===== config.mk =====
export PLATFORM = sky130hd
export DESIGN_NAME = keypad_code_lock_with_lockout_unit_flat
export DESIGN_NICKNAME = d
export VERILOG_FILES = /design/src/rtl/kclk_pkg.sv /design/src/rtl/kclk_if.sv /design/src/rtl/kclk_csr.sv /design/src/rtl/keypad_code_lock_with_lockout_unit.sv /design/src/flat_wrapper.sv
export SDC_FILE = /design/constraint.sdc
export NUM_CORES = 1
export LEC_CHECK = 0
export BUFFER_PORTS_ARGS = -buffer_cell sky130_fd_sc_hd__buf_4
export CAP_MARGIN = 20
export CORE_ASPECT_RATIO = 0.75
export CORE_UTILIZATION = 59
export CTS_CLUSTER_SIZE = 20
export DETAILED_ROUTE_END_ITERATION = 8
export GPL_ROUTABILITY_DRIVEN = 0
export GPL_TIMING_DRIVEN = 1
export PLACE_DENSITY = 0.89
export SYNTH_ARGS = -nofsm -noshare
export SYNTH_HDL_FRONTEND = slang
export SYNTH_SLANG_ARGS = --single-unit

===== constraint.sdc =====
create_clock -name clock -period 4 [get_ports clock]
set_input_delay 0.4 -clock clock [delete_from_list [all_inputs] [get_ports clock]]
set_output_delay 0.4 -clock clock [all_outputs]
set_load 0.005 [all_outputs]

===== src/rtl/kclk_pkg.sv =====
package kclk_pkg;

   localparam int MotorPhases = 4;

   // event codes of a result item
   localparam logic [2:0] EvTick    = 3'd0;
   localparam logic [2:0] EvDigit   = 3'd1;
   localparam logic [2:0] EvMatch   = 3'd2;
   localparam logic [2:0] EvWrong   = 3'd3;
   localparam logic [2:0] EvLockout = 3'd4;
   localparam logic [2:0] EvIgnored = 3'd5;

   // request kinds
   localparam logic ReqKey  = 1'b0;
   localparam logic ReqTick = 1'b1;

   // configuration register indexes
   localparam logic [2:0] CsrCodeFirst    = 3'd0;
   localparam logic [2:0] CsrCodeSecond   = 3'd1;
   localparam logic [2:0] CsrCodeThird    = 3'd2;
   localparam logic [2:0] CsrCodeFourth   = 3'd3;
   localparam logic [2:0] CsrFailureLimit = 3'd4;
   localparam logic [2:0] CsrLockoutTicks = 3'd5;

   localparam int CsrIndexWidth = 3;
   localparam int CsrDataWidth  = 10;

   localparam logic [3:0] MaxFailures = 4'hF;
   localparam logic [3:0] MaxDigit    = 4'd9;

   typedef struct packed {
      logic [3:0][3:0] code_digit;
      logic [3:0]      failure_limit;
      logic [9:0]      lockout_ticks;
   } cfg_type;

   // coil drive for motor phase 1..4, idle otherwise
   function automatic logic [3:0] coil_for_phase(input logic [2:0] phase);
      logic [3:0] coil;
      case (phase)
         3'd1:    coil = 4'h6;
         3'd2:    coil = 4'h3;
         3'd3:    coil = 4'h9;
         3'd4:    coil = 4'hC;
         default: coil = 4'h0;
      endcase
      return coil;
   endfunction

endpackage


===== src/rtl/kclk_if.sv =====
interface kclk_req_if;
   logic       valid;
   logic       ready;
   logic       req_type;
   logic [1:0] key_row;
   logic [1:0] key_col;

   modport source (output valid, output req_type, output key_row, output key_col,
                   input ready);
   modport sink (input valid, input req_type, input key_row, input key_col,
                 output ready);
endinterface

interface kclk_rsp_if;
   logic       valid;
   logic       ready;
   logic [2:0] event_code;
   logic [1:0] digits_entered;
   logic [3:0] coil_pattern;
   logic       locked_out;
   logic [3:0] failure_count;

   modport source (output valid, output event_code, output digits_entered,
                   output coil_pattern, output locked_out, output failure_count,
                   input ready);
   modport sink (input valid, input event_code, input digits_entered,
                 input coil_pattern, input locked_out, input failure_count,
                 output ready);
endinterface


===== src/rtl/kclk_csr.sv =====
module kclk_csr
   import kclk_pkg::*;
(
   input  logic                     clock,
   input  logic                     reset,
   input  logic                     csr_wr_en,
   input  logic [CsrIndexWidth-1:0] csr_index,
   input  logic [CsrDataWidth-1:0]  csr_wr_data,
   output cfg_type                  cfg
);

   cfg_type cfg_ff;
   cfg_type cfg_in;

   always_comb begin
      cfg_in = cfg_ff;
      if (csr_wr_en) begin
         unique case (csr_index)
            CsrCodeFirst:    cfg_in.code_digit[0] = csr_wr_data[3:0];
            CsrCodeSecond:   cfg_in.code_digit[1] = csr_wr_data[3:0];
            CsrCodeThird:    cfg_in.code_digit[2] = csr_wr_data[3:0];
            CsrCodeFourth:   cfg_in.code_digit[3] = csr_wr_data[3:0];
            CsrFailureLimit: cfg_in.failure_limit = csr_wr_data[3:0];
            CsrLockoutTicks: cfg_in.lockout_ticks = csr_wr_data[9:0];
            default: ;  // drop writes beyond the register list
         endcase
      end
   end

   always_ff @(posedge clock) begin
      if (reset) begin
         cfg_ff.code_digit[0] <= 4'd1;
         cfg_ff.code_digit[1] <= 4'd2;
         cfg_ff.code_digit[2] <= 4'd3;
         cfg_ff.code_digit[3] <= 4'd7;
         cfg_ff.failure_limit <= 4'd4;
         cfg_ff.lockout_ticks <= 10'd30;
      end else begin
         cfg_ff <= cfg_in;
      end
   end

   assign cfg = cfg_ff;

endmodule


===== src/rtl/keypad_code_lock_with_lockout_unit.sv =====
// Latency: a result item is valid in the cycle after its request item is accepted.
// Throughput: one item per cycle; the whole state update is one pass of logic
// into the state and result registers, and a held result stalls only if not taken.
// Reset (synchronous, active high): code 1-2-3-7, failure limit 4, lockout 30 ticks,
// entry cleared, motor idle, no lockout, no result pending.
module keypad_code_lock_with_lockout_unit
   import kclk_pkg::*;
#(
   parameter int CODE_LENGTH = 4
) (
   input  logic                     clock,
   input  logic                     reset,
   kclk_req_if.sink                 req_ch,
   kclk_rsp_if.source               rsp_ch,
   input  logic                     csr_wr_en,
   input  logic [CsrIndexWidth-1:0] csr_index,
   input  logic [CsrDataWidth-1:0]  csr_wr_data
);

   localparam logic [1:0] LastPos = 2'(CODE_LENGTH - 1);

   cfg_type cfg;

   kclk_csr u_csr (
      .clock       (clock),
      .reset       (reset),
      .csr_wr_en   (csr_wr_en),
      .csr_index   (csr_index),
      .csr_wr_data (csr_wr_data),
      .cfg         (cfg)
   );

   logic [1:0] pos_ff, pos_in;
   logic       all_ff, all_in;
   logic [3:0] fail_ff, fail_in;
   logic [9:0] lock_ff, lock_in;
   logic [2:0] motor_ff, motor_in;
   logic [2:0] event_in;

   logic       rsp_valid_ff;
   logic [2:0] event_ff;
   logic [1:0] digits_ff;
   logic [3:0] coil_ff;
   logic       locked_ff;
   logic [3:0] count_ff;

   logic       accept;
   logic       busy;
   logic [3:0] key;
   logic       hit;
   logic       match_next;
   logic [3:0] fail_inc;

   assign req_ch.ready = !rsp_valid_ff || rsp_ch.ready;
   assign accept       = req_ch.valid && req_ch.ready;

   assign busy       = (motor_ff != 3'd0) || (lock_ff != 10'd0);
   assign key        = {req_ch.key_row, req_ch.key_col};
   assign hit        = (key <= MaxDigit) && (key == cfg.code_digit[pos_ff]);
   assign match_next = all_ff && hit;
   assign fail_inc   = (fail_ff < MaxFailures) ? fail_ff + 4'd1 : MaxFailures;

   always_comb begin
      pos_in   = pos_ff;
      all_in   = all_ff;
      fail_in  = fail_ff;
      lock_in  = lock_ff;
      motor_in = motor_ff;
      event_in = EvTick;
      if (req_ch.req_type == ReqTick) begin
         if (lock_ff != 10'd0) lock_in = lock_ff - 10'd1;
         if (motor_ff != 3'd0) begin
            motor_in = (motor_ff >= 3'(MotorPhases)) ? 3'd0 : motor_ff + 3'd1;
         end
      end else if (busy) begin
         event_in = EvIgnored;
      end else if (pos_ff != LastPos) begin
         pos_in   = pos_ff + 2'd1;
         all_in   = match_next;
         event_in = EvDigit;
      end else begin
         // entry complete: settle match or failure, start a new entry
         pos_in = 2'd0;
         all_in = 1'b1;
         if (match_next) begin
            fail_in  = 4'd0;
            motor_in = 3'd1;
            event_in = EvMatch;
         end else if (fail_inc >= cfg.failure_limit) begin
            fail_in  = 4'd0;
            lock_in  = cfg.lockout_ticks;
            event_in = EvLockout;
         end else begin
            fail_in  = fail_inc;
            event_in = EvWrong;
         end
      end
   end

   always_ff @(posedge clock) begin
      if (reset) begin
         pos_ff       <= 2'd0;
         all_ff       <= 1'b1;
         fail_ff      <= 4'd0;
         lock_ff      <= 10'd0;
         motor_ff     <= 3'd0;
         rsp_valid_ff <= 1'b0;
      end else begin
         if (accept) begin
            pos_ff   <= pos_in;
            all_ff   <= all_in;
            fail_ff  <= fail_in;
            lock_ff  <= lock_in;
            motor_ff <= motor_in;
         end
         if (accept) rsp_valid_ff <= 1'b1;
         else if (rsp_ch.ready) rsp_valid_ff <= 1'b0;
      end
   end

   // result payload: hold until taken
   always_ff @(posedge clock) begin
      if (accept) begin
         event_ff  <= event_in;
         digits_ff <= pos_in;
         coil_ff   <= coil_for_phase(motor_in);
         locked_ff <= (lock_in != 10'd0);
         count_ff  <= fail_in;
      end
   end

   assign rsp_ch.valid          = rsp_valid_ff;
   assign rsp_ch.event_code     = event_ff;
   assign rsp_ch.digits_entered = digits_ff;
   assign rsp_ch.coil_pattern   = coil_ff;
   assign rsp_ch.locked_out     = locked_ff;
   assign rsp_ch.failure_count  = count_ff;

endmodule

===== src/flat_wrapper.sv =====
// flat-port wrapper written by rule: the top's interface ports become plain ports
module keypad_code_lock_with_lockout_unit_flat import kclk_pkg::*;
#(
   parameter int CODE_LENGTH = 4
)
  (clock, reset, csr_wr_en, csr_index, csr_wr_data, req_ch_valid, req_ch_req_type, req_ch_key_row, req_ch_key_col, req_ch_ready, rsp_ch_valid, rsp_ch_event_code, rsp_ch_digits_entered, rsp_ch_coil_pattern, rsp_ch_locked_out, rsp_ch_failure_count, rsp_ch_ready);
  kclk_req_if req_ch_i ();
  kclk_rsp_if rsp_ch_i ();
  input  logic clock;
  input  logic reset;
  input  logic csr_wr_en;
  input  logic [CsrIndexWidth-1:0] csr_index;
  input  logic [CsrDataWidth-1:0] csr_wr_data;
  input wire logic [$bits(req_ch_i.valid)-1:0] req_ch_valid;
  input wire logic [$bits(req_ch_i.req_type)-1:0] req_ch_req_type;
  input wire logic [$bits(req_ch_i.key_row)-1:0] req_ch_key_row;
  input wire logic [$bits(req_ch_i.key_col)-1:0] req_ch_key_col;
  output wire logic [$bits(req_ch_i.ready)-1:0] req_ch_ready;
  output wire logic [$bits(rsp_ch_i.valid)-1:0] rsp_ch_valid;
  output wire logic [$bits(rsp_ch_i.event_code)-1:0] rsp_ch_event_code;
  output wire logic [$bits(rsp_ch_i.digits_entered)-1:0] rsp_ch_digits_entered;
  output wire logic [$bits(rsp_ch_i.coil_pattern)-1:0] rsp_ch_coil_pattern;
  output wire logic [$bits(rsp_ch_i.locked_out)-1:0] rsp_ch_locked_out;
  output wire logic [$bits(rsp_ch_i.failure_count)-1:0] rsp_ch_failure_count;
  input wire logic [$bits(rsp_ch_i.ready)-1:0] rsp_ch_ready;
  assign req_ch_i.valid = req_ch_valid;
  assign req_ch_i.req_type = req_ch_req_type;
  assign req_ch_i.key_row = req_ch_key_row;
  assign req_ch_i.key_col = req_ch_key_col;
  assign req_ch_ready = req_ch_i.ready;
  assign rsp_ch_valid = rsp_ch_i.valid;
  assign rsp_ch_event_code = rsp_ch_i.event_code;
  assign rsp_ch_digits_entered = rsp_ch_i.digits_entered;
  assign rsp_ch_coil_pattern = rsp_ch_i.coil_pattern;
  assign rsp_ch_locked_out = rsp_ch_i.locked_out;
  assign rsp_ch_failure_count = rsp_ch_i.failure_count;
  assign rsp_ch_i.ready = rsp_ch_ready;
  keypad_code_lock_with_lockout_unit #(.CODE_LENGTH(CODE_LENGTH)) u_core (.clock(clock), .reset(reset), .req_ch(req_ch_i), .rsp_ch(rsp_ch_i), .csr_wr_en(csr_wr_en), .csr_index(csr_index), .csr_wr_data(csr_wr_data));
endmodule

After elaboration in Yosys (flattened, before gate mapping)
Cells that the tools add are included.
{ "totals": {"regBits": 65, "inputBits": 23, "output_inout_bits": 16, "wordCells": 90} }
{ "classes": {"add_sub_neg": 4, "magnitude_cmp": 5, "n_eq_ne": 11, "muxes": 31, "bitwise_logic": 2, "reduce_logical": 19} }
{ "op_table": {"columns": ["op", "n"], "rows": [
  ["10-bit two-way mux", 6],
  ["3-bit two-way mux", 10],
  ["4-bit two-way mux", 7],
  ["10-bit nonzero test", 2],
  ["4-bit one-hot mux with 4 select lines", 1],
  ["3-bit by 2-bit == test with 1-bit output, second input constant", 4],
  ["2-bit AND reduction", 6],
  ["10-bit by 1-bit subtractor with 10-bit output, second input constant", 1],
  ["3-bit == test, second input constant", 3],
  ["4-bit binary-select mux with 2-bit select", 1],
  ["3-bit by 1-bit == test with 1-bit output, second input constant", 2],
  ["2-bit two-way mux", 3],
  ["4-bit by 1-bit adder with 4-bit output, second input constant", 1],
  ["4-bit == test", 1],
  ["4-bit greater-or-equal comparator", 1],
  ["4-bit less-or-equal comparator, second input constant", 1],
  ["4-bit less-than comparator, second input constant", 1],
  ["3-bit by 1-bit adder with 3-bit output, second input constant", 1],
  ["3-bit greater-or-equal comparator, second input constant", 1],
  ["1-bit logical AND", 3],
  ["3-bit logical NOT", 1],
  ["2-bit by 3-bit less-than comparator with 1-bit output, second input constant", 1],
  ["1-bit two-way mux", 3],
  ["3-bit AND reduction", 1],
  ["other kinds (8)", 10]
]} }

Depth between registers and ports, before layout
{ "logic_depth": {"ltp_word": 11, "ltp_mapped": 11, "mapped_depth_nobuf": 10} }

Hierarchy
From an unflattened synthesis, not the netlist that was laid out.
{ "hier_totals": {"cells_unflattened": 388, "hier_area_um2": 3584.7} }
{ "modules_own_cells": {"columns": ["mod", "n_inst", "cells_each", "area_per_inst_um2", "seq_area_each_um2"], "rows": [
  ["keypad_code_lock_with_lockout_unit", 1, 269, 2327.2, 840.8],
  ["kclk_csr", 1, 119, 1257.5, 600.6]
]} }

Worst setup path after synthesis
Ideal clock, no wire load.
{ "synth_path": {"kind": "register -> register", "startpoint": "reg u_core.fail_ff[0]", "endpoint": "reg u_core.locked_ff (netlist: u_core.rsp_ch.locked_out) (data pin)", "setup_ns": 0.270, "arrival_ns": 2.520, "t_required_ns": 3.730, "setup_slack_ns": 1.210, "path_stages_with_launch": 12, "n_path_buf": 1, "period_less_slack_ns": 2.790, "cell_sequence": "dfxtp_1 -> ha_1 -> a31oi_1 -> ha_1 -> nand2b_1 -> a21o_1 -> a211oi_1 -> or2_0 -> clkbuf_4 -> o31ai_1 -> a211oi_2 -> nand4b_1"} }
{ "synth_between": {"elab_chain_len": 9, "word_cells_on_any_way": 10, "cone_classes": "1 x add/sub; 2 x order compare; 6 x mux; 1 x reduce/logical"} }
{ "synth_lines": {"columns": ["element", "line", "rtl"], "rows": [
  ["start: declaration", "keypad_code_lock_with_lockout_unit.sv:35", "logic [3:0] fail_ff, fail_in;"],
  ["start signal: assignment", "keypad_code_lock_with_lockout_unit.sv:112", "fail_ff <= fail_in;"],
  ["4-bit by 1-bit adder with 4-bit output / 4-bit less-than comparator (equally long branches)", "keypad_code_lock_with_lockout_unit.sv:61", "assign fail_inc = (fail_ff < MaxFailures) ? fail_ff + 4'd1 : MaxFailures;"],
  ["4-bit two-way mux (*)", "keypad_code_lock_with_lockout_unit.sv:61", null],
  ["4-bit greater-or-equal comparator (*)", "keypad_code_lock_with_lockout_unit.sv:89", "end else if (fail_inc >= cfg.failure_limit) begin"],
  ["10-bit two-way mux (*)", "keypad_code_lock_with_lockout_unit.sv:89", null],
  ["10-bit two-way mux (*)", "keypad_code_lock_with_lockout_unit.sv:85", "if (match_next) begin"],
  ["10-bit two-way mux (*)", "keypad_code_lock_with_lockout_unit.sv:77", "end else if (pos_ff != LastPos) begin"],
  ["10-bit two-way mux (*)", "keypad_code_lock_with_lockout_unit.sv:75", "end else if (busy) begin"],
  ["10-bit two-way mux (*)", "keypad_code_lock_with_lockout_unit.sv:70", "if (req_ch.req_type == ReqTick) begin"],
  ["10-bit nonzero test (*)", "keypad_code_lock_with_lockout_unit.sv:127", "locked_ff <= (lock_in != 10'd0);"],
  ["end signal: assignment", "keypad_code_lock_with_lockout_unit.sv:127", null],
  ["end: declaration", "keypad_code_lock_with_lockout_unit.sv:44", "logic locked_ff;"]
]} }
Mark *: on every way between the ends. The rest lies on a longest branch, timed or not.
A chain may end at the register's enable or synchronous reset.

Worst setup path after layout
Same ends and word-level chain as after synthesis.

==> results.json <==
{
  "status": "complete, no violations",
  "max_freq_ghz": 0.2946,
  "syn_area_per_cell_um2": 9.484,
  "finalHoldWorstSlack_ns": 0.2650,
  "placed_area_um2": 3849,
  "ys_seq_area_frac": 0.4063,
  "final_nets": 441,
  "synth-edff-count": 14,
  "worstSetupPathType": "reg2reg",
  "clk_path_buf_depth": 2,
  "drt_iter0_markers": 316,
  "ys_async_sr_fraction": 0,
  "die_w_um": 91.54,
  "clock_skew_ns": 0.01149,
  "areaGrowthSynthToFinish_pct": 13.86,
  "critPathRequiredTime_ns": 4.09,
  "ant_nets": 0,
  "ios": 39,
  "cts_max_level": 3,
  "vias_per_cell": 6.130,
  "crit_slowest_cell": "or2_0",
  "synth_area_um2": 3547,
  "path_buf_inv": 0,
  "dr.pass1.iters": 5,
  "antenna_found_initial": 0,
  "finalHoldViolCount": 0,
  "clkSinkCount": 65,
  "min_path_type": "in2reg",
  "cts_resized": 0,
  "first_global_vias": 2959,
  "nFillCells": 421,
  "r2r_cells": 10,
  "maxCapViolations": 0,
  "root_buffer": "clkbuf_8",
  "syn_inst": 374,
  "synth_ff_type": "dfxtp_1",
  "cp_common_cell": "ha_1",
  "yosys.cell_types.count": 67,
  "cp.arrival_ns": 3.48,
  "insertion_delay_ns": 0.35,
  "clk_pin_slew_ns": 0.07,
  "initial_utilization": 0.6120,
  "period_share": 0.8485,
  "final_area_um2": 4039,
  "dieArea_um2": 6330,
  "hpwl_um": 5996,
  "final_cell_mix": "67 x nor2_1, 51 x dfxtp_1, 40 x buf_4",
  "leakagePower_nw": 1.582,
  "wl_per_cell_um": 17.00,
  "vdd_drop_max_mv": 0.2167,
  "final.min_clock_period_ns": 3.394,
  "slew_headroom": 0.4007,
  "routed-via-count": 3016,
  "power_w": 0.001567,
  "critPathMaxStageDelay_ns": 0.74,
  "io_buffer_count": 38,
  "track_usage": 0.2904,
  "finalMaxSlewViolations": 0,
  "setup_viol": 0,
  "drive_above_1_share": 0.2198,
  "worstMarginPinSlew_ns": 0.8989,
  "cts_tree": "done",
  "numCtsBuffers": 9,
  "cellPowerDensity_nw_per_um2": 387.9,
  "drt_wl_total_um": 8364,
  "final_util": 0.6969,
  "r2r_slack_ns": 0.61,
  "ys_ff_latch": 65,
  "ff_latch_area_um2": 1441,
  "fin_setup_tns_ns": 0,
  "crit_chain": "ha_1, a31oi_1, ha_1, nand2b_1, a21o_1, a211oi_1, or2_0, o311ai_0, a21oi_1, nand4b_1",
  "drc": 0,
  "whs_endpoint": "u_core.u_csr.cfg[4]",
  "num_antenna_cells": 0,
  "holdCritStartpoint": "csr_wr_data[4]",
  "post-cts-setup-buffers": 0,
  "multi_input_area_um2": 1934,
  "rr_startpoint": "u_core.fail_ff[0]",
  "path_max_fanout": 14,
  "rsz0062_at_grt": "false",
  "overflow": 0,
  "design.core.area_um2": 5796,
  "rows": 24,
  "syn_nets": 406,
  "path_delay_family": "compound AO/OA/AOI/OAI gates",
  "final_common_cell": "nor2_1",
  "crit_path_end_kind": "register",
  "yosys_warnings": 0,
  "cts-hold-fix-buffers": 0,
  "grt_max_degree": 42,
  "worstHoldPathCells": 2,
  "cp-start-kind": "register",
  "fp.dieH_um": 69.15,
  "r2r-end": "u_core.rsp_ch.locked_out",
  "grt_pass1_wl_um": 14350
}
[cells in the mapped netlist, drive strengths merged, types with 4 or more instances]
| library cell | instances | share of area |
|---|---|---|
| a211o | 4 | 0.0099 |
| o21ai | 9 | 0.013 |
| nor2 | 68 | 0.073 |
| ha | 9 | 0.032 |
| buf | 6 | 0.012 |
| a21oi | 12 | 0.017 |
| nand2b | 4 | 0.0071 |
| a211oi | 10 | 0.027 |
| nor4 | 4 | 0.0088 |
| xnor2 | 7 | 0.017 |
| o31ai | 7 | 0.018 |
| edfxtp | 14 | 0.12 |
| inv | 19 | 0.020 |
| and2 | 4 | 0.0074 |
| mux2i | 30 | 0.085 |
| mux2 | 4 | 0.013 |
| clkbuf | 11 | 0.016 |
| nand3 | 6 | 0.012 |
| nor3 | 16 | 0.029 |
| nand2 | 24 | 0.025 |
| dfxtp | 51 | 0.29 |
| mux4 | 5 | 0.032 |
[how the worst max path moves through the flow]
| stage | start | endpoint | slack (ns) | depth (start not counted) |
|---|---|---|---|---|
| after global routing | u_core.fail_ff[0] | u_core.fail_ff[2] | 0.38 | 10 |
| after global placement | u_core.fail_ff[0] | u_core.rsp_ch.locked_out | 0.91 | 10 |
| after CTS | u_core.fail_ff[0] | u_core.rsp_ch.locked_out | 0.64 | 10 |
| after detailed placement | u_core.fail_ff[0] | u_core.fail_ff[1] | 0.68 | 10 |
| final | u_core.fail_ff[0] | u_core.rsp_ch.locked_out | 0.61 | 10 |
| after floorplan | u_core.fail_ff[0] | u_core.rsp_ch.locked_out | 1.21 | 11 |
[area by class of cell]
class | count | area share
Inverter | 20 | 0.01859
Multi-Input combinational cell | 272 | 0.4789
Sequential cell | 65 | 0.3569
Tap cell | 78 | 0.02416
Clock buffer | 10 | 0.03408
Clock inverter | 6 | 0.01022
Timing Repair Buffer | 41 | 0.07714
[kinds of logic (layout without fill, tap and decap cells)]
logic type | after synthesis | after routing | share of synthesized area
AOI/OAI and AO/OA | 63 | 63 | 0.1351
xor gates and xnor gates | 7 | 7 | 0.01728
and+or+nand+nor | 154 | 154 | 0.2321
DFF | 65 | 65 | 0.4063
buffers and inverters | 37 | 77 | 0.04832
adders and majority gates | 9 | 9 | 0.03175
muxes | 39 | 39 | 0.1291
[layer usage]
layer / up-vias / GRT usage / share of wire
met3: 27 / 0.06512 / 0.074
li1: 1415 / - / -
met2: 129 / 0.4703 / 0.48
met5: - / 0 / 0
met4: 0 / 0.1305 / 0.027
met1: 1445 / 0.3714 / 0.42
[state kept, by name, indices dropped and copies added (netlist names)]
name                          flops
u_core.fail_ff                    4
u_core.rsp_ch.digits_entered      2
u_core.lock_ff                   10
u_core.rsp_ch.coil_pattern        4
u_core.rsp_ch.valid               1
u_core.motor_ff                   3
u_core.u_csr.cfg                 30
u_core.rsp_ch.locked_out          1
u_core.rsp_ch.event_code          3
u_core.rsp_ch.failure_count       4
u_core.all_ff                     1
u_core.pos_ff                     2
[per-stage QoR]
step | instances | worst slack (ns)
floorplan | 374 | 1.210
global placement | 475 | 0.9075
detailed placement | 475 | 0.6781
CTS | 491 | 0.6404
global route | 492 | 0.3803
finish | 492 | 0.6060
[report_power, final]
part | internal, W | switching, W | total (W)
clock | 0.000243 | 0.000268 | 0.000510
combinational | 0.000139 | 0.000177 | 0.000316
sequential | 0.000707 | 0.0000335 | 0.000740
total | 0.00109 | 0.000479 | 0.00157
(Power assumes the default switching activity.)
